===== config.mk =====
export PLATFORM = sky130hd
export DESIGN_NAME = sync_framed_packet_deframer_top
export DESIGN_NICKNAME = d
export VERILOG_FILES = /design/src/hdl/sfpd_pkg.sv /design/src/hdl/sfpd_front.sv /design/src/hdl/sfpd_queue.sv /design/src/hdl/sfpd_back.sv /design/src/hdl/sync_framed_packet_deframer_top.sv
export SDC_FILE = /design/constraint.sdc
export NUM_CORES = 1
export LEC_CHECK = 0
export ABC_AREA = 0
export BUFFER_PORTS_ARGS = -buffer_cell sky130_fd_sc_hd__buf_2
export CORE_MARGIN = 1.5
export CORE_UTILIZATION = 54
export CTS_BUF_LIST = sky130_fd_sc_hd__clkbuf_4
export CTS_CLUSTER_SIZE = 24
export DETAILED_ROUTE_END_ITERATION = 6
export PLACE_DENSITY = 0.79
export RECOVER_POWER = 50
export SETUP_SLACK_MARGIN = 0.5
export SLEW_MARGIN = 20
export SYNTH_ARGS = -nofsm -noshare
export SYNTH_HDL_FRONTEND = slang
export SYNTH_SLANG_ARGS = --single-unit

===== constraint.sdc =====
create_clock -name clk -period 3.3 [get_ports clk]
set_input_delay 0.495 -clock clk [delete_from_list [all_inputs] [get_ports clk]]
set_output_delay 0.495 -clock clk [all_outputs]
set_load 0.02 [all_outputs]

===== src/hdl/sfpd_pkg.sv =====
`timescale 1ns / 1ps
package sfpd_pkg;

  localparam logic [15:0] CRC_INIT = 16'hFFFF;
  localparam logic [15:0] CRC_POLY = 16'h1021;
  localparam logic [15:0] CRC_MSB  = 16'h8000;

  localparam int LEN_W = 6;

  localparam logic [1:0] ST_ACCEPTED = 2'd0;
  localparam logic [1:0] ST_CRC_BAD  = 2'd1;
  localparam logic [1:0] ST_BAD_ID   = 2'd2;
  localparam logic [1:0] ST_BAD_LEN  = 2'd3;

  localparam logic [1:0] REG_SYNC0  = 2'd0;
  localparam logic [1:0] REG_SYNC1  = 2'd1;
  localparam logic [1:0] REG_MSG_ID = 2'd2;
  localparam logic [1:0] REG_EXP_LEN = 2'd3;

  typedef struct packed {
    logic [1:0]       status;
    logic [7:0]       seq;
    logic [LEN_W-1:0] len;
    logic             run;
  } job_t;

  function automatic logic [15:0] crc_feed(logic [15:0] crc, logic [7:0] b);
    logic [15:0] c;
    c = crc ^ {b, 8'h00};
    for (int k = 0; k < 8; k++) begin
      if ((c & CRC_MSB) != 16'h0000) begin
        c = (c << 1) ^ CRC_POLY;
      end else begin
        c = c << 1;
      end
    end
    return c;
  endfunction

endpackage


===== src/hdl/sfpd_front.sv =====
`timescale 1ns / 1ps
module sfpd_front import sfpd_pkg::*; #(
  parameter int MAX_PAYLOAD = 32,
  parameter int AW = 5
) (
  input  logic          clk,
  input  logic          rst_n,
  input  logic          cfg_we,
  input  logic [1:0]    cfg_index,
  input  logic [7:0]    cfg_data,
  input  logic          in_valid,
  output logic          in_ready,
  input  logic [7:0]    in_byte,
  input  logic          q_full,
  output logic          push,
  output job_t          push_job,
  input  logic          run_done,
  output logic          wr_en,
  output logic [AW-1:0] wr_addr,
  output logic [7:0]    wr_data
);

  localparam int RUN_LIMIT = (MAX_PAYLOAD < 32) ? MAX_PAYLOAD : 32;

  typedef enum logic [2:0] {
    PH_HUNT0, PH_HUNT1, PH_ID, PH_LEN, PH_SEQ, PH_SKIP, PH_PAYLOAD, PH_CRC
  } phase_t;

  phase_t            phase_r, phase_nxt;
  logic [7:0]        id_r, id_nxt;
  logic [7:0]        len_r, len_nxt;
  logic [7:0]        seq_r, seq_nxt;
  logic [15:0]       crc_r, crc_nxt;
  logic [7:0]        crclo_r, crclo_nxt;
  logic [8:0]        cnt_r, cnt_nxt;
  logic              pay_pend_r, pay_pend_nxt;
  logic [7:0]        sync0_r, sync1_r, msg_id_r;
  logic [LEN_W-1:0]  exp_len_r;
  logic              accept;
  logic [8:0]        cnt_inc;
  logic [15:0]       crc_upd;

  assign in_ready = !q_full && !(phase_r == PH_PAYLOAD && pay_pend_r);
  assign accept   = in_valid && in_ready;
  assign cnt_inc  = cnt_r + 9'd1;
  assign crc_upd  = crc_feed(crc_r, in_byte);

  always_comb begin
    phase_nxt    = phase_r;
    id_nxt       = id_r;
    len_nxt      = len_r;
    seq_nxt      = seq_r;
    crc_nxt      = crc_r;
    crclo_nxt    = crclo_r;
    cnt_nxt      = cnt_r;
    pay_pend_nxt = pay_pend_r;
    push         = 1'b0;
    push_job     = '{status: ST_ACCEPTED, seq: seq_r, len: len_r[LEN_W-1:0], run: 1'b0};
    wr_en        = 1'b0;
    wr_addr      = cnt_r[AW-1:0];
    wr_data      = in_byte;
    if (run_done) begin
      pay_pend_nxt = 1'b0;
    end
    if (accept) begin
      unique case (phase_r)
        PH_HUNT0: begin
          if (in_byte == sync0_r) phase_nxt = PH_HUNT1;
        end
        PH_HUNT1: begin
          if (in_byte == sync1_r) begin
            crc_nxt   = CRC_INIT;
            phase_nxt = PH_ID;
          end else begin
            phase_nxt = PH_HUNT0;
          end
        end
        PH_ID: begin
          id_nxt    = in_byte;
          crc_nxt   = crc_upd;
          phase_nxt = PH_LEN;
        end
        PH_LEN: begin
          len_nxt   = in_byte;
          crc_nxt   = crc_upd;
          phase_nxt = PH_SEQ;
        end
        PH_SEQ: begin
          seq_nxt = in_byte;
          crc_nxt = crc_upd;
          cnt_nxt = '0;
          if (id_r == msg_id_r && len_r == {2'b00, exp_len_r} && len_r <= 8'(RUN_LIMIT)) begin
            phase_nxt = (len_r != 8'd0) ? PH_PAYLOAD : PH_CRC;
          end else begin
            phase_nxt = PH_SKIP;
          end
        end
        PH_SKIP: begin
          cnt_nxt = cnt_inc;
          if (cnt_inc >= ({1'b0, len_r} + 9'd2)) begin
            push            = 1'b1;
            push_job.status = (id_r != msg_id_r) ? ST_BAD_ID : ST_BAD_LEN;
            cnt_nxt         = '0;
            phase_nxt       = PH_HUNT0;
          end
        end
        PH_PAYLOAD: begin
          wr_en   = 1'b1;
          crc_nxt = crc_upd;
          cnt_nxt = cnt_inc;
          if (cnt_inc >= {1'b0, len_r}) begin
            cnt_nxt   = '0;
            phase_nxt = PH_CRC;
          end
        end
        PH_CRC: begin
          if (cnt_r == 9'd0) begin
            crclo_nxt = in_byte;
            cnt_nxt   = 9'd1;
          end else begin
            push = 1'b1;
            if ({in_byte, crclo_r} != crc_r) begin
              push_job.status = ST_CRC_BAD;
            end else if (len_r != 8'd0) begin
              push_job.run = 1'b1;
              pay_pend_nxt = 1'b1;
            end
            cnt_nxt   = '0;
            phase_nxt = PH_HUNT0;
          end
        end
        default: phase_nxt = PH_HUNT0;
      endcase
    end
  end

  always_ff @(posedge clk) begin
    if (!rst_n) begin
      phase_r    <= PH_HUNT0;
      id_r       <= '0;
      len_r      <= '0;
      seq_r      <= '0;
      crc_r      <= CRC_INIT;
      crclo_r    <= '0;
      cnt_r      <= '0;
      pay_pend_r <= 1'b0;
      sync0_r    <= 8'hAA;
      sync1_r    <= 8'h55;
      msg_id_r   <= 8'h01;
      exp_len_r  <= LEN_W'(18);
    end else begin
      phase_r    <= phase_nxt;
      id_r       <= id_nxt;
      len_r      <= len_nxt;
      seq_r      <= seq_nxt;
      crc_r      <= crc_nxt;
      crclo_r    <= crclo_nxt;
      cnt_r      <= cnt_nxt;
      pay_pend_r <= pay_pend_nxt;
      if (cfg_we) begin
        unique case (cfg_index)
          REG_SYNC0:   sync0_r   <= cfg_data;
          REG_SYNC1:   sync1_r   <= cfg_data;
          REG_MSG_ID:  msg_id_r  <= cfg_data;
          REG_EXP_LEN: exp_len_r <= cfg_data[LEN_W-1:0];
          default:     sync0_r   <= sync0_r;
        endcase
      end
    end
  end

  a_no_write_while_pending: assert property (@(posedge clk) disable iff (!rst_n)
    wr_en |-> !pay_pend_r) else $error("payload store written while a run is pending");

  a_push_has_room: assert property (@(posedge clk) disable iff (!rst_n)
    push |-> !q_full) else $error("job pushed into a full queue");

endmodule


===== src/hdl/sfpd_queue.sv =====
`timescale 1ns / 1ps
module sfpd_queue import sfpd_pkg::*; (
  input  logic clk,
  input  logic rst_n,
  input  logic push,
  input  job_t push_job,
  output logic full,
  input  logic pop,
  output logic q_valid,
  output job_t q_job
);

  job_t       ent_r [2];
  logic       wp_r, rp_r;
  logic [1:0] cnt_r;

  assign full    = (cnt_r == 2'd2);
  assign q_valid = (cnt_r != 2'd0);
  assign q_job   = ent_r[rp_r];

  always_ff @(posedge clk) begin
    if (push) ent_r[wp_r] <= push_job;
  end

  always_ff @(posedge clk) begin
    if (!rst_n) begin
      wp_r  <= 1'b0;
      rp_r  <= 1'b0;
      cnt_r <= '0;
    end else begin
      if (push) wp_r <= !wp_r;
      if (pop)  rp_r <= !rp_r;
      unique case ({push, pop})
        2'b10:   cnt_r <= cnt_r + 2'd1;
        2'b01:   cnt_r <= cnt_r - 2'd1;
        default: cnt_r <= cnt_r;
      endcase
    end
  end

  a_pop_nonempty: assert property (@(posedge clk) disable iff (!rst_n)
    pop |-> q_valid) else $error("pop from an empty queue");

endmodule


===== src/hdl/sfpd_back.sv =====
`timescale 1ns / 1ps
module sfpd_back import sfpd_pkg::*; #(
  parameter int MAX_PAYLOAD = 32,
  parameter int AW = 5
) (
  input  logic          clk,
  input  logic          rst_n,
  input  logic          q_valid,
  input  job_t          q_job,
  output logic          pop,
  output logic          run_done,
  input  logic          wr_en,
  input  logic [AW-1:0] wr_addr,
  input  logic [7:0]    wr_data,
  output logic          out_valid,
  input  logic          out_ready,
  output logic [1:0]    out_frame_status,
  output logic [7:0]    out_sequence_res,
  output logic [4:0]    out_byte_index,
  output logic [7:0]    out_payload_byte,
  output logic          out_run_last
);

  typedef enum logic {BK_IDLE, BK_RUN} bk_state_t;

  bk_state_t        state_r, state_nxt;
  logic [LEN_W-1:0] k_r, k_nxt;
  logic [LEN_W-1:0] len_r, len_nxt;
  logic [7:0]       seq_r, seq_nxt;
  logic             ov_r, ov_nxt;
  logic [1:0]       st_r, st_nxt;
  logic [7:0]       oseq_r, oseq_nxt;
  logic [4:0]       idx_r, idx_nxt;
  logic [7:0]       pb_r, pb_nxt;
  logic             last_r, last_nxt;
  logic             ofree, is_last;
  logic             rd_en;
  logic [AW-1:0]    rd_addr;
  logic [7:0]       mem [MAX_PAYLOAD];
  logic [7:0]       mem_q_r;

  assign ofree   = !ov_r || out_ready;
  assign is_last = ((k_r + LEN_W'(1)) == len_r);

  always_comb begin
    state_nxt = state_r;
    k_nxt     = k_r;
    len_nxt   = len_r;
    seq_nxt   = seq_r;
    ov_nxt    = ov_r && !out_ready;
    st_nxt    = st_r;
    oseq_nxt  = oseq_r;
    idx_nxt   = idx_r;
    pb_nxt    = pb_r;
    last_nxt  = last_r;
    pop       = 1'b0;
    run_done  = 1'b0;
    rd_en     = 1'b0;
    rd_addr   = k_r[AW-1:0];
    unique case (state_r)
      BK_IDLE: begin
        if (q_valid && q_job.run) begin
          pop       = 1'b1;
          seq_nxt   = q_job.seq;
          len_nxt   = q_job.len;
          k_nxt     = '0;
          rd_en     = 1'b1;
          rd_addr   = '0;
          state_nxt = BK_RUN;
        end else if (q_valid && ofree) begin
          pop      = 1'b1;
          ov_nxt   = 1'b1;
          st_nxt   = q_job.status;
          oseq_nxt = q_job.seq;
          idx_nxt  = '0;
          pb_nxt   = '0;
          last_nxt = 1'b1;
        end
      end
      BK_RUN: begin
        if (ofree) begin
          ov_nxt   = 1'b1;
          st_nxt   = ST_ACCEPTED;
          oseq_nxt = seq_r;
          idx_nxt  = k_r[4:0];
          pb_nxt   = mem_q_r;
          last_nxt = is_last;
          if (is_last) begin
            run_done  = 1'b1;
            state_nxt = BK_IDLE;
          end else begin
            k_nxt   = k_r + LEN_W'(1);
            rd_en   = 1'b1;
            rd_addr = k_nxt[AW-1:0];
          end
        end
      end
      default: state_nxt = BK_IDLE;
    endcase
  end

  always_ff @(posedge clk) begin
    if (wr_en) mem[wr_addr] <= wr_data;
    if (rd_en) mem_q_r <= mem[rd_addr];
  end

  always_ff @(posedge clk) begin
    if (!rst_n) begin
      state_r <= BK_IDLE;
      ov_r    <= 1'b0;
    end else begin
      state_r <= state_nxt;
      ov_r    <= ov_nxt;
    end
    k_r    <= k_nxt;
    len_r  <= len_nxt;
    seq_r  <= seq_nxt;
    st_r   <= st_nxt;
    oseq_r <= oseq_nxt;
    idx_r  <= idx_nxt;
    pb_r   <= pb_nxt;
    last_r <= last_nxt;
  end

  assign out_valid        = ov_r;
  assign out_frame_status = st_r;
  assign out_sequence_res = oseq_r;
  assign out_byte_index   = idx_r;
  assign out_payload_byte = pb_r;
  assign out_run_last     = last_r;

  a_run_index: assert property (@(posedge clk) disable iff (!rst_n)
    state_r == BK_RUN |-> k_r < len_r) else $error("run index beyond frame length");

  a_done_last: assert property (@(posedge clk) disable iff (!rst_n)
    run_done |=> (out_valid && out_run_last)) else $error("run finished without a last transfer");

endmodule


===== src/hdl/sync_framed_packet_deframer_top.sv =====
`timescale 1ns / 1ps
// Channel  | Handshake           | Payload
// in_      | in_valid/in_ready   | in_byte
// out_     | out_valid/out_ready | frame_status, sequence_res, byte_index,
//          |                     | payload_byte, run_last
// cfg_     | cfg_we              | cfg_index, cfg_data
//
// One input byte is taken per cycle while in_ready is high; each result is registered in the output stage.
// The output stage reads each payload run back from the payload store.
// Payload bytes of the next frame wait while the previous run is still queued or draining.
// A two-entry job queue sits between the parser and the output stage.
// Reset is synchronous, active low; the payload store is not cleared.
module sync_framed_packet_deframer_top import sfpd_pkg::*; #(
  parameter int MAX_PAYLOAD = 32
) (
  input  logic       clk,
  input  logic       rst_n,
  input  logic       cfg_we,
  input  logic [1:0] cfg_index,
  input  logic [7:0] cfg_data,
  input  logic       in_valid,
  output logic       in_ready,
  input  logic [7:0] in_byte,
  output logic       out_valid,
  input  logic       out_ready,
  output logic [1:0] out_frame_status,
  output logic [7:0] out_sequence_res,
  output logic [4:0] out_byte_index,
  output logic [7:0] out_payload_byte,
  output logic       out_run_last
);

  localparam int AW = (MAX_PAYLOAD > 1) ? $clog2(MAX_PAYLOAD) : 1;

  logic          q_full, push, pop, q_valid, run_done;
  job_t          push_job, q_job;
  logic          wr_en;
  logic [AW-1:0] wr_addr;
  logic [7:0]    wr_data;

  sfpd_front #(.MAX_PAYLOAD(MAX_PAYLOAD), .AW(AW)) u_front (
    .clk, .rst_n, .cfg_we, .cfg_index, .cfg_data,
    .in_valid, .in_ready, .in_byte,
    .q_full, .push, .push_job, .run_done,
    .wr_en, .wr_addr, .wr_data
  );

  sfpd_queue u_queue (
    .clk, .rst_n, .push, .push_job, .full(q_full),
    .pop, .q_valid, .q_job
  );

  sfpd_back #(.MAX_PAYLOAD(MAX_PAYLOAD), .AW(AW)) u_back (
    .clk, .rst_n, .q_valid, .q_job, .pop, .run_done,
    .wr_en, .wr_addr, .wr_data,
    .out_valid, .out_ready, .out_frame_status, .out_sequence_res,
    .out_byte_index, .out_payload_byte, .out_run_last
  );

endmodule

## After elaboration in Yosys (flattened, before gate mapping)

Memories as Yosys holds them, arrays and structs flattened. A register that Yosys moved wholly into a read port is not among the register bits.
Cells that the tools add are included.

- $add $sub $neg: 5
- Multiply operators: 0
- Divide/modulo/power cells: 0
- Order comparisons: 3
- Equality and inequality tests: 30
- Shift-type cells: 0
- Multiplexer cells: 96
- Bitwise operators: 10
- Reductions and logical operators: 38

Operator list:

| kind | count |
|---|---|
| 13-bit two-way mux | 8 |
| 8-bit two-way mux | 6 |
| 1-bit two-way mux | 42 |
| 9-bit case mux with 4 select lines | 1 |
| 16-bit case mux with 2 select lines | 1 |
| 8-bit case mux with 2 select lines | 2 |
| 5-bit two-way mux | 6 |
| 8-bit equality test | 3 |
| 3-bit inverter | 8 |
| 3-bit case mux with 8 select lines | 1 |
| 5-bit case mux with 2 select lines | 2 |
| 6-bit two-way mux | 3 |
| 9-bit two-way mux | 2 |
| 2-bit AND reduction | 9 |
| 16-bit two-way mux | 1 |
| 16-bit != test | 1 |
| 16-bit bitwise XOR | 1 |
| 3-bit two-way mux | 5 |
| 2-bit two-way mux | 7 |
| 3-bit equality test (second input constant) | 4 |
| 2-bit case mux with 2 select lines | 3 |
| 6-bit case mux with 2 select lines | 1 |
| 3-bit AND reduction | 4 |
| 2-bit by 1-bit != test with 1-bit output (second input constant) | 5 |
| other kinds (29) | 56 |

- Bits in registers: 141
- Bits in latches: 0
- Memory bits (writable): 290
- Bits in read-only memories: 0
- Input bits: 23
- Word-level logic and storage cells: 209
- Memories kept: 2

Memory list:

| memory | words | bits a word | rd ports | clocked after memory_dff | wr ports | RTL line | text |
|---|---|---|---|---|---|---|---|
| u_back.mem | 32 | 8 | 1 | 1 | 1 | sfpd_back.sv:39 | `logic [7:0] mem [MAX_PAYLOAD];` |
| u_queue.ent_r | 2 | 17 | 1 | 1 | 1 | sfpd_queue.sv:13 | `job_t ent_r [2];` |

## Depth between registers and ports, before layout

Gate-level depths: netlist of the first run.

- Depth in word-level cells: 18
- Depth in mapped cells: 16
- Mapped depth without buffers: 16

## By module

A second synthesis of the first run with hierarchy kept.

- Cell total of the unflattened synthesis: 1361
- Area, all modules: 18799.3 µm²

Modules (own cells, without submodules):

| module | instances | cells an instance | area each (µm²) | sequential area each (µm²) |
|---|---|---|---|---|
| sfpd_back | 1 | 718 | 12358.1 | 9288.9 |
| sfpd_front | 1 | 568 | 4999.8 | 1821.7 |
| sfpd_queue | 1 | 75 | 1441.4 | 1121.1 |

## Worst setup path before layout of the first run

OpenSTA, ideal clock, no wires.

- Path type: register to register
- From: reg u_front.cnt_r[0]
- To: mem u_queue.ent_r[0][0] (netlist bit), enable pin
- Data arrival time: 3.055 ns
- Data required time: 2.909 ns
- Path slack: -0.146 ns
- Cell stages (with the launch flop): 14
- Clock period less this slack: 3.446 ns
- Cell sequence: dfxtp_1 > inv_1 > ha_1 > ha_1 > o21bai_1 > a21o_1 > a21o_1 > a21oi_1 > o21ai_0 > a21oi_1 > nor3_1 > o21a_1 > inv_1 > nor2_1

- Longest elaborated chain between the ends: 7
- Elaborated cells between the ends (all ways): 9
- Those cells by class: 1 x add/sub; 1 x order compare; 6 x mux; 1 x reduce/logical

RTL lines:

| item | RTL line | text |
|---|---|---|
| from (decl) | sfpd_front.sv:35 | `logic [8:0] cnt_r, cnt_nxt;` |
| from (signal assigned) | sfpd_front.sv:158 | `cnt_r <= cnt_nxt;` |
| 9-bit by 1-bit adder with 9-bit output | sfpd_front.sv:45 | `assign cnt_inc = cnt_r + 9'd1;` |
| 9-bit >= comparator | sfpd_front.sv:100 | `if (cnt_inc >= ({1'b0, len_r} + 9'd2)) begin` |
| 1-bit two-way mux | sfpd_front.sv:100 |  |
| 1-bit case mux with 2 select lines * | sfpd_front.sv:66 | `unique case (phase_r)` |
| 1-bit two-way mux * | sfpd_front.sv:65 | `if (accept) begin` |
| 1-bit two-way mux * | sfpd_queue.sv:22 | `if (push) ent_r[wp_r] <= push_job;` |
| 1-bit two-way mux (not written as such) * | sfpd_queue.sv:22 |  |
| to (decl) | sfpd_queue.sv:13 |  |

Every way passes the cells marked *; elsewhere a longest branch is shown, timed or not.

## Final worst setup path of the first run

- From: reg u_back.k_r[0]
- To: reg u_back.mem_q_r[5], read port of u_back.mem (data pin)

- Longest elaborated chain between the ends: 5
- Elaborated cells between the ends (all ways): 9
- Those cells by class: 1 x add/sub; 1 x eq/ne; 7 x mux

RTL lines:

| item | RTL line | text |
|---|---|---|
| from (decl) | sfpd_back.sv:27 | `logic [LEN_W-1:0] k_r, k_nxt;` |
| from (signal assigned) | sfpd_back.sv:115 | `k_r <= k_nxt;` |
| 6-bit by 1-bit adder with 6-bit output | sfpd_back.sv:43, sfpd_back.sv:92 |  |
| 6-bit equality test | sfpd_back.sv:43 | `assign is_last = ((k_r + LEN_W'(1)) == len_r);` |
| 5-bit two-way mux or 1-bit two-way mux (tied branches) | sfpd_back.sv:88 | `if (is_last) begin` |
| 5-bit two-way mux or 1-bit two-way mux (tied branches) | sfpd_back.sv:81 | `if (ofree) begin` |
| 5-bit case mux with 2 select lines or 1-bit case mux with 2 select lines (tied branches) | sfpd_back.sv:60 | `unique case (state_r)` |
| to (decl) | sfpd_back.sv:40 | `logic [7:0] mem_q_r;` |

Parallel ways exist; a longest one is shown, timed or not.
A chain may end at the register's enable or synchronous reset.

==> out/summary.md, run 1 <==
For the worst setup path, the data required time is 3.87 ns. Counting flops with a built-in enable in the synthesized netlist gives 342. The H-tree level count was 3.

Signal routing reaches up to met4. The mean instance size in the synthesized netlist is 12.8 um2. For the fill cell total of the finished layout, the log shows 2305. After clock tree synthesis, the clock-pin slew on the worst setup and hold paths is 0.07 ns. The clock passes through at most 3 buffers. The headroom to the max-slew limit was -0.289; the met3 wirelength from detailed routing was 4910 um.

Routability-driven placement finished with a final weighted congestion of 0.905. The cell area after synthesis was 0.0187 mm2. edfxtp_1 takes more of the synthesized area than any other cell. The average detailed-routed wire length per instance is 22.9 um. The tools report the worst voltage drop across the vdd grid as 628 uV. Relative to the synthesized area, the layout overhead comes to 22.6%. The final clock period utilization by the worst path works out to 0.997. The most used flip-flop cell after synthesis is edfxtp_1. The run gives 51700 um as the routed wire length. In this run the core area contains 68 standard-cell rows. The slowest stage of the critical path is the edfxtp_1 cell. The share of final-layout standard cells stronger than drive strength 1 works out to 0.273. The fraction of post-synthesis cell area in the top cell type by area is 0.548, and the sequential fraction of the synthesis area is 0.652.

The logs give 0.304 GHz for the maximum frequency from static timing analysis and 0.0122 mm2 for the register area. From left edge to right edge, the die measures 189 um. Traced cell by cell, the critical path runs through clkbuf_4 -> buf_4 -> xnor2_1 -> nor2_1 -> and4_4 -> a21oi_4 -> or2_1 -> buf_4 -> o21ai_4 -> clkbuf_16 -> nand3_1 -> a31oi_1 -> nor4_2. The final critical delay including setup and external delays works out to 3.29 ns.

The final number of setup-violating endpoints was 0; the violation count after the first detailed-routing iteration was 1583. During I/O placement, the number of pins put on the boundary was 49. Number of buffers and inverters on the critical path: 4.

Sorting the synthesized cells by area gives the leading types as edfxtp_1 (55%), dfxtp_1 (10%), mux2i_1 (5.3%), nand2_1 (4.9%), xnor2_1 (2.5%). In this run the remaining antenna-violating nets after routing total 0. The detailed router put a total of 18900 um of wire on met1. For the global route total overflow, the log shows 0. The number of clock buffers added by TritonCTS is 105. Summing all multi-input logic gate instances after layout gives 0.00685 mm2. Data on the critical path arrives at its endpoint at 3.86 ns.

For this design the ratio of total power to cell area is 803 mW/mm2. The total iterations of the first detailed-routing run is 6. At the pin with the least slew margin, the transition time is 1.93 ns.

Summed over all cells, the static leakage comes to 8.22 nW. The tools report the number of antenna violations at the first check in global routing as 2. The flow ran to the end, but the final reports show violations.

The number of global-route vias before repair was 12800. The worst hold path belongs to the class input pin to register. The number of max-slew violations in the final report is 169.

The die covers 0.0358 mm2. Clock skew: 0.0870 ns. The completed layout was analyzed and its total power is 18.5 mW.

The routed layout has 13500 vias. For the count of unresolved DRC violations after routing, the log shows 0. The proportion of synthesized flip-flops having asynchronous set or reset was 0.

The final reports fail on max-capacitance violations, max-slew violations. The ratio of routed vias to standard cells is 6.00, and the total core area is 0.0344 mm2. Entering global routing, the biggest net connects 46 pins.

Counting every instance in the synthesized netlist gives 1462. After the last flow step, the layout net total stands at 1757. Global-route wire length before repair: 72900 um. Input and output buffers added on the ports amount to 48. The largest single stage delay on the critical path is 0.47 ns. Setup repair after global routing could not meet its margin everywhere. The synthesis warning total is 0. The critical path's top delay family is simple AND/OR/NAND/NOR gates. The cell that appears most often on the critical path is buf_4.

The register bit count reported by yosys is 440. After synthesis, the netlist uses 67 different library cells. Summed over all nets, the half-perimeter wirelength after detailed placement is 30000 um. The clock sink total was 440. In this run the cell area measured after placement is 0.0202 mm2. The routed design uses 25300 um of met2 wire. Cell at the root of the clock tree: clkbuf_4. The critical path startpoint category is a register. The number of nets produced by synthesis came out at 1508. In this run the worst path has a maximum fanout of 16. Global-route total usage across every layer: 0.269. TritonCTS built the clock tree. The final count of hold timing violations came out at 0. The tools report the endpoint type of the worst setup path as a register. The die is 189 um tall. The tools report the initial standard-cell utilization of the core as 0.545.

Category of the critical setup timing path: register to register. For the number of maximum-capacitance constraint violations, the log shows 5. The area of all placed cells without fillers is 0.0230 mm2, and the clock insertion delay at the later pin of the skew report is 0.83 ns.
==> worst min-delay path, delay by kind of cell <==
kind                   cells  cell delay, ns
buffers and inverters      1            0.12
AND/OR/NAND/NOR            2            0.24
AO/OA/AOI/OAI              1            0.05
==> sequential cells by signal, summed over array words and instances, names as in the netlist, 3 cells and up, named ones only <==
| signal | cells |
|---|---|
| u_back.len_r | 6 |
| u_front.id_r | 8 |
| u_front.cnt_r | 9 |
| u_queue.ent_r | 34 |
| u_back.mem_q_r | 8 |
| u_back.out_sequence_res | 8 |
| u_front.seq_r | 8 |
| u_front.sync1_r | 8 |
| u_back.seq_r | 8 |
| u_front.phase_r | 3 |
| u_front.crc_r | 16 |
| u_back.k_r | 6 |
| u_front.exp_len_r | 6 |
| u_front.len_r | 8 |
| u_front.crclo_r | 8 |
| u_back.out_byte_index | 5 |
| u_front.msg_id_r | 8 |
| u_back.out_payload_byte | 8 |
| u_back.mem | 256 |
| u_front.sync0_r | 8 |
==> synth_stat cells (3+ instances only) <==
cell type,number
a21boi_0,7
a21boi_1,7
a21o_1,4
a21oi_1,14
a22o_1,5
a22oi_1,4
a31oi_1,28
a32oi_1,41
and2_1,24
buf_1,4
buf_2,19
buf_4,6
buf_6,7
clkbuf_1,46
dfxtp_1,98
edfxtp_1,342
ha_1,23
inv_1,19
mux2_2,22
mux2i_1,100
nand2_1,244
nand2b_1,6
nand3_1,71
nand3b_1,4
nand4_1,12
nor2_1,83
nor2b_1,26
nor3_1,9
nor3b_1,5
nor4_1,9
nor4_2,8
o21a_1,10
o21ai_0,11
o22ai_1,14
or2_2,4
or3_1,5
xnor2_1,53
xnor3_1,3
xor2_1,30
==> cells in the final DEF (no fill, tap or decap), types with 42 or more instances in the layout <==
master,n
buf_4,99
clkbuf_1,42
clkbuf_4,164
dfxtp_1,92
edfxtp_1,342
mux2i_1,98
nand2_1,237
nand3_1,64
nor2_1,74
xnor2_1,50
==> power by group <==
group          internal [mW]  switching (mW)  leakage (nW)
registers               6.31           0.133          3.82
clock network           2.24            2.20         0.808
logic                   3.18            4.41          3.59
==> logic make-up after synthesis <==
family,Yosys count,synth area share
compound gates,163,0.0652
flops,440,0.652
fa+ha+maj,23,0.0153
xor+xnor,86,0.0424
mux,124,0.0686
buf+inv,103,0.0259
simple gates,523,0.130
==> layout make-up <==
type	count	area share
Antenna cell	2	0.000218
Clock buffer	161	0.0526
Clock inverter	33	0.00669
Inverter	21	0.00376
Multi-Input combinational cell	920	0.298
Sequential cell	440	0.533
Tap cell	455	0.0248
Timing Repair Buffer	223	0.0813
==> per-stage QoR <==
step	worst slack (ns)	std cells	hold WS, ns	setup TNS, ns	utilization
after floorplan	0.478	1462	0.423	0	-
after global placement	0.0779	1986	0.438	0	0.586
after detailed placement	-0.111	1986	0.442	-0.116	0.586
after CTS	0.200	2210	0.109	0	0.645
after global routing	-0.0417	2255	0.138	-0.0926	0.669
final	0.00890	2255	0.176	0	0.669
==> routing by layer <==
layer | vias to the layer above | track usage
li1 | 5913 | -
met1 | 6556 | 0.342
met2 | 878 | 0.455
met3 | 187 | 0.0567
met4 | 0 | 0.0958
met5 | - | 0
==> path summary, 6_finish.rpt <==
check	start	end	slack, ns	depth (start not counted)
worst max-delay path	u_back.k_r[0]	u_back.mem_q_r[5]	0.009	13
worst min-delay path	cfg_index[0]	u_front.msg_id_r[3]	0.18	4
worst max register to register	u_back.k_r[0]	u_back.mem_q_r[5]	0.009	13
worst min register to register	u_front.seq_r[2]	u_queue.ent_r[0][9]	0.47	0
==> timing repair <==
action | CTS | global route
pin swaps | 13 | 62
endpoints found under the setup margin | 70 | 302
gates cloned | 3 | 7
resized for setup | 51 | 108
endpoints found under the hold margin | 28 | 0
setup buffers | 15 | 36
hold buffers | 12 | 0
No activity file was read; power rests on OpenSTA's default activity.
==> run 2: changes to the inputs <==
Settings changed: CORE_UTILIZATION 54 to 40, MAX_ROUTING_LAYER set to met4, PLACE_DENSITY 0.79 to 0.63.
==> out/summary.md, run 2 (synthesis gave the netlist of run 1 again) <==
The tools report the global route total overflow as 0 (unchanged). The run gives 2429 (was 2255) as the final instance count without filler cells. The final clock period utilization by the worst path was 0.946 (was 0.997); the TritonCTS buffer count was 111 (was 105). The number of global-route vias before repair was 12900 (was 12800); the maximum frequency from static timing analysis was 0.320 GHz (was 0.304 GHz).

The cell at the root of the clock tree is clkbuf_4 (unchanged). The average detailed-routed wire length per instance is 20.4 um (was 22.9 um), and the number of cell rows is 79 (was 68). For the routed wire length, the log shows 49500 um (was 51700 um).

The largest stage delay on the critical path is 0.43 ns (was 0.47 ns), and the maximum number of pins on one net before global-route repair is 47 (was 46). The run gives 61 (was 169) as the number of max-slew violations in the final report. The run gives 0 (unchanged) as the final number of setup-violating endpoints. The multi-input logic area was 0.00675 mm2 (was 0.00685 mm2); the final antenna-violating net count was 0 (unchanged). The run gives 0 (unchanged) as the final count of hold timing violations. The total core area came out at 0.0464 mm2 (was 0.0344 mm2).

The tools report the required time of the critical path as 3.99 ns (was 3.87 ns). The area after detailed placement was 0.0205 mm2 (was 0.0202 mm2); the horizontal die dimension was 220 um (was 189 um). Number of top-level design ports: 49 (unchanged). The weighted congestion reported at the end of routability-driven placement is 0.896 (was 0.905), and the utilization after layout is 0.501 (was 0.669). Most used cells in the layout excluding fill and tap cells: edfxtp_1 (342), nand2_1 (237), clkbuf_4 (158) (was edfxtp_1 (342), nand2_1 (237), clkbuf_4 (164)).

The logs give 0 ns (unchanged) for the setup TNS and 810 uV (was 628 uV) for the worst voltage drop across the vdd grid. The flow ran to the end, but the final reports show violations. Violations in the final reports: max-capacitance violations, max-slew violations (unchanged). The leakage power summed over all cells was 8.37 nW (was 8.22 nW); the count of unresolved DRC violations after routing was 0 (unchanged). Net count of the finished layout: 1781 (was 1757). Setup repair after global routing could not meet its margin everywhere. Total power per unit cell area: 769 mW/mm2 (was 803 mW/mm2). The clock transition at the registers of the reported paths is 0.07 ns (about the same), and the clock insertion delay at the later pin of the skew report is 0.88 ns (was 0.83 ns). The highest fanout seen on the critical path was 7 (was 16); the number of antenna violations at the first check in global routing was 2 (unchanged). The final worst slack was 0.179 ns (was 0.00890 ns); the clock skew was 0.103 ns (was 0.0870 ns). The number of maximum-capacitance constraint violations was 2 (was 5); the layout overhead on the synthesized area was 23.9% (was 22.6%).

Final critical delay including setup and external delays: 3.12 ns (was 3.29 ns). The register with the highest flop count is u_back.mem (unchanged). The headroom to the max-slew limit is -0.163 (was -0.289). The critical path startpoint category is a register (unchanged). The total instance count after detailed placement was 2153 (was 1986); the total iterations of the first detailed-routing run was 5 (was 6). The most frequent standard cell in the layout excluding fill and tap cells was edfxtp_1 (unchanged).

For the global-route wire length before repair, the log shows 73900 um (was 72900 um). The ratio of routed vias to standard cells came out at 5.21 (was 6.00). Category of the critical setup timing path: register to register (unchanged). Regs by FF count: u_back.mem (256), u_queue.ent_r (34), u_front.crc_r (16) (unchanged). The violation count after the first detailed-routing iteration is 920 (was 1583), and the number of buffers and inverters on the critical path is 3 (was 4). The maximum number of buffers from clock root to sink came out at 3 (unchanged).

The share of final-layout standard cells stronger than drive strength 1 was 0.271 (was 0.273). The tools report the endpoint type of the worst setup path as a register (unchanged). The slew at the pin closest to its max-slew limit is 1.75 ns (was 1.93 ns). Chain of cells forming the critical path: and3_1 -> and3_4 -> xnor3_2 -> a21oi_4 -> buf_6 -> mux2_4 -> buf_12 -> buf_4 -> mux2i_2 -> a32oi_4 -> a31oi_4 -> nor4_2 (was clkbuf_4 -> buf_4 -> xnor2_1 -> nor2_1 -> and4_4 -> a21oi_4 -> or2_1 -> buf_4 -> o21ai_4 -> clkbuf_16 -> nand3_1 -> a31oi_1 -> nor4_2). The number of flip-flops in the largest register is 256 (unchanged), and the sum of internal, switching and leakage power is 17.9 mW (was 18.5 mW). The tightest hold margin was 0.0994 ns (was 0.176 ns); the fill cell total of the finished layout was 4012 (was 2305). Critical path's top delay family: simple AND/OR/NAND/NOR gates (unchanged).

The count of vias placed by the detailed router came out at 12700 (was 13500). The area of the die is 0.0482 mm2 (was 0.0358 mm2). The slowest stage cell on the critical path is edfxtp_1 (unchanged).

The die outline height is 220 um (was 189 um), and the register area is 0.0122 mm2 (unchanged). Initial standard-cell utilization of the core: 0.404 (was 0.545). The class of the tightest hold or removal check is input pin to register (unchanged). The worst slack at placement is 0.0576 ns (was -0.111 ns). TritonCTS built the clock tree. The run gives 3.81 ns (was 3.86 ns) as the arrival time at the worst endpoint.

The logs give 0.210 (was 0.269) for the global-route total usage across every layer and 31300 um (was 30000 um) for the detailed-placement wirelength estimate. Area of all placed cells without fillers: 0.0232 mm2 (was 0.0230 mm2). The number of buffers added on ports was 48 (unchanged). The clock sink total was 440 (unchanged).

The tools report the H-tree level count as 3 (unchanged).
[run 2: cell types whose count changed in the layout (fill, tap and decap cells not counted), sizes merged]
cell	previous run	this run
buf	160	183
clkbuf	211	201
clkinv	28	32
diode	2	5
clkinvlp	2	0
bufbuf	1	2
bufinv	0	1
dlygate4sd3	12	13
inv	24	25
[run 2: worst min-delay path, stage by stage]
cell and delay, ns:
buf_2 0.12, nor2_1 0.14, nand2_1 0.10, a21oi_1 0.05
[run 2: worst paths after layout]
check,startpoint,endpoint,slack [ns],cells past startpoint
setup / recovery,u_back.k_r[1],u_back.mem_q_r[6],0.18,12
hold / removal,cfg_index[0],u_front.msg_id_r[1],0.1,4
setup reg to reg,u_back.k_r[1],u_back.mem_q_r[6],0.18,12
hold reg to reg,u_front.seq_r[1],u_queue.ent_r[0][8],0.44,0
[run 2: power by group]
part | leakage [nW] | switching [mW] | total, mW | internal (mW)
combinational | 3.73 | 3.91 | 6.92 | 3.01
sequential | 3.82 | 0.137 | 6.45 | 6.32
clock | 0.821 | 2.20 | 4.48 | 2.28
total | 8.37 | 6.25 | 17.9 | 11.6
[run 2: layout make-up]
class	instances	area share
sequential	440	0.527
tap	607	0.0327
inverter	21	0.00372
clock buffer	158	0.0511
timing repair buffer	241	0.0862
clock inverter	37	0.00792
multi-input combinational	920	0.291
antenna	5	0.000539
[run 2: repair_timing]
action | CTS | global route
gates cloned | 5 | 4
resized for setup | 77 | 59
setup buffers | 26 | 28
hold buffers | 13 | 0
pin swaps | 31 | 43
setup endpoints to repair | 295 | 195
hold endpoints to repair | 31 | 0
[run 2: layer usage]
| layer | track usage | routed length [um] | vias up |
|---|---|---|---|
| met1 | 0.261 | 21300 | 6227 |
| met3 | 0.0422 | 2750 | 79 |
| met2 | 0.339 | 24200 | 381 |
| met4 | 0.0813 | 1350 | 0 |
| li1 | - | - | 5980 |
| met5 | - | 0 | - |
==> run 3: changes to the inputs <==
--- a/config.mk
+++ b/config.mk
@@ -15,5 +15,5 @@
 export MAX_ROUTING_LAYER = met4
 export PLACE_DENSITY = 0.63
-export RECOVER_POWER = 50
+export RECOVER_POWER = 25
 export SETUP_SLACK_MARGIN = 0.5
 export SLEW_MARGIN = 20
==> constraint.sdc (replaced) <==
create_clock -name clk -period 3.3 [get_ports clk]
set_input_delay 0.165 -clock clk [delete_from_list [all_inputs] [get_ports clk]]
set_output_delay 0.165 -clock clk [all_outputs]
set_load 0.02 [all_outputs]
==> out/summary.md, run 3 (synthesis gave the netlist of run 1 again) <==
The run finished, with violations left. Violations in the final reports: max-capacitance violations, max-slew violations (unchanged). Number of maximum-capacitance constraint violations: 6 (was 2). The critical path startpoint category is a register (unchanged).

The run gives 2145 (was 2153) as the total instance count after detailed placement. The final worst slack is 0.0967 ns (was 0.179 ns). The number of antenna violations at the first check in global routing was 2 (unchanged). Cell depth of the worst hold path: 4 (unchanged).

The maximum number of pins on one net before global-route repair is 44 (was 47), and the layout overhead on the synthesized area is 25.5% (was 23.9%). The routed wire length was 51300 um (was 49500 um). For the number of max-slew violations in the final report, the log shows 211 (was 61).

Regs by FF count: u_back.mem (256), u_queue.ent_r (34), u_front.crc_r (16) (unchanged). The number of top-level design ports was 49 (unchanged). The tools report the endpoint type of the worst setup path as a register (unchanged).

The maximum frequency from static timing analysis was 0.312 GHz (was 0.320 GHz). The count of vias placed by the detailed router is 12900 (was 12700), and the final count of hold timing violations is 0 (unchanged). The number of buffers added on ports works out to 48 (unchanged). The ratio of routed vias to standard cells was 5.31 (was 5.21); the path depth of the worst reg2reg path was 13 (was 12). The register-to-register setup slack was 0.1 ns (was 0.18 ns); the die outline height was 220 um (unchanged). The fill cell total of the finished layout came out at 3990 (was 4012). Initial standard-cell utilization of the core: 0.404 (unchanged). The H-tree level count was 3 (unchanged); the slew at the pin closest to its max-slew limit was 2.32 ns (was 1.75 ns).

The horizontal die dimension works out to 220 um (unchanged). The clock sink total was 440 (unchanged). The final antenna-violating net count was 0 (unchanged); the clock transition at the registers of the reported paths was 0.06 ns (was 0.07 ns). The run gives 0 (unchanged) as the final number of setup-violating endpoints. The tools report the cell at the root of the clock tree as clkbuf_4 (unchanged). The final critical delay including setup and external delays is 3.20 ns (was 3.12 ns). The global-route total usage across every layer was 0.214 (was 0.210); the detailed-placement wirelength estimate was 30800 um (was 31300 um). The logs give 0.0464 mm2 (unchanged) for the total core area and 1784 (was 1781) for the net count of the finished layout.

Setup repair after global routing could not meet its margin everywhere. The run gives 79 (unchanged) as the number of cell rows. The most frequent standard cell in the layout excluding fill and tap cells was edfxtp_1 (unchanged). The maximum number of buffers from clock root to sink was 3 (unchanged); the area of all placed cells without fillers was 0.0235 mm2 (was 0.0232 mm2). Average detailed-routed wire length per instance: 21.1 um (was 20.4 um).

For the final instance count without filler cells, the log shows 2431 (was 2429). The global-route wire length before repair came out at 74900 um (was 73900 um). Share of final-layout standard cells stronger than drive strength 1: 0.284 (was 0.271).

The violation count after the first detailed-routing iteration is 1094 (was 920). The total iterations of the first detailed-routing run was 6 (was 5); the final clock period utilization by the worst path was 0.971 (was 0.946). The highest fanout seen on the critical path works out to 40 (was 7).

TritonCTS built the clock tree. The tools report the headroom to the max-slew limit as -0.544 (was -0.163). The required time of the critical path is 3.89 ns (was 3.99 ns).

The run gives 0 (unchanged) as the count of unresolved DRC violations after routing. Class of the tightest hold or removal check: input pin to register (unchanged). The clock insertion delay at the later pin of the skew report was 0.87 ns (was 0.88 ns); the leakage power summed over all cells was 8.40 nW (was 8.37 nW). For the TritonCTS buffer count, the log shows 112 (was 111). Register with the highest flop count: u_back.mem (unchanged). The run gives 0 (unchanged) as the global route total overflow. The worst voltage drop across the vdd grid was 1020 uV (was 810 uV).

For the arrival time at the worst endpoint, the log shows 3.79 ns (was 3.81 ns). The run gives 0.0204 mm2 (was 0.0205 mm2) as the area after detailed placement. The logs give 0.0861 ns (was 0.103 ns) for the clock skew and 12800 (was 12900) for the number of global-route vias before repair. Number of flip-flops in the largest register: 256 (unchanged). The category of the critical setup timing path was register to register (unchanged).

Most used cells in the layout excluding fill and tap cells: edfxtp_1 (342), nand2_1 (238), clkbuf_4 (160) (was edfxtp_1 (342), nand2_1 (237), clkbuf_4 (158)). The total power per unit cell area is 786 mW/mm2 (was 769 mW/mm2), and the area of the die is 0.0482 mm2 (unchanged). The worst slack at placement is -0.0573 ns (was 0.0576 ns), and the weighted congestion reported at the end of routability-driven placement is 0.907 (was 0.896).
## run 3: cell count changes in the layout (fill, tap and decap cells not counted), moves of 7 or more
cell,change
a31oi_2,-7
a32oi_1,-9
a32oi_2,+7
and2_0,-10
and2_1,+10
buf_4,-14
clkbuf_1,-14
dlygate4sd3_1,+14
mux2_1,-12
mux2_2,+12
## run 3: where the power goes
part	total, mW	switching (mW)	internal (mW)
registers	6.46	0.149	6.31
logic	7.58	4.24	3.34
clock network	4.45	2.21	2.24
total	18.5	6.60	11.9
## run 3: final timing paths
kind / startpoint / to
max: u_back.k_r[0] / u_back.mem_q_r[5]
min: cfg_data[6] / u_front.sync1_r[6]
max reg2reg: u_back.k_r[0] / u_back.mem_q_r[5]
min reg2reg: u_front.seq_r[7] / u_queue.ent_r[0][14]
## run 3: repair_timing
item,CTS,global route
gates resized for setup,92,62
setup buffers,22,24
endpoints found under the hold margin,170,0
gates cloned,4,9
hold buffers,27,0
endpoints found under the setup margin,145,40
pin swaps,25,42
## run 3: per-stage QoR
stage	utilization	TNS, ns	hold WS, ns	power [mW]
2_1_floorplan	-	0	0.264	10.2
3_3_place_gp	0.440	0	0.411	11.8
3_5_place_dp	0.440	-0.0573	0.419	11.9
4_1_cts	0.492	0	0.0499	17.3
5_1_grt	0.507	0	0.105	19.3
6_report	0.507	0	0.155	18.5
## run 3: layout make-up
| type | count | area (um2) | share of cell area |
|---|---|---|---|
| Tap cell | 607 | 759 | 0.0323 |
| Clock inverter | 38 | 170 | 0.00723 |
| Inverter | 21 | 86.3 | 0.00367 |
| Multi-Input combinational cell | 920 | 6870 | 0.292 |
| Clock buffer | 160 | 1200 | 0.0511 |
| Antenna cell | 2 | 5.00 | 0.000213 |
| Timing Repair Buffer | 243 | 2180 | 0.0929 |
| Sequential cell | 440 | 12200 | 0.520 |
## run 3: critical path, cell delays in order (launching register included)
cell and delay [ns]:
edfxtp_1 0.49, buf_6 0.17, and3_4 0.18, and3_4 0.19, xnor3_2 0.27, a21oi_4 0.16, buf_4 0.14, mux2_4 0.36
buf_12 0.20, mux2i_1 0.26, a32oi_4 0.10, a21boi_2 0.22, buf_4 0.15, nor4_2 0.03
## run 3: per-layer routing
layer	vias to the layer above	track usage	routed length, um
li1	5990	-	-
met1	6315	0.268	21500
met2	502	0.339	24900
met3	97	0.0475	3360
met4	0	0.0833	1530
met5	-	-	0
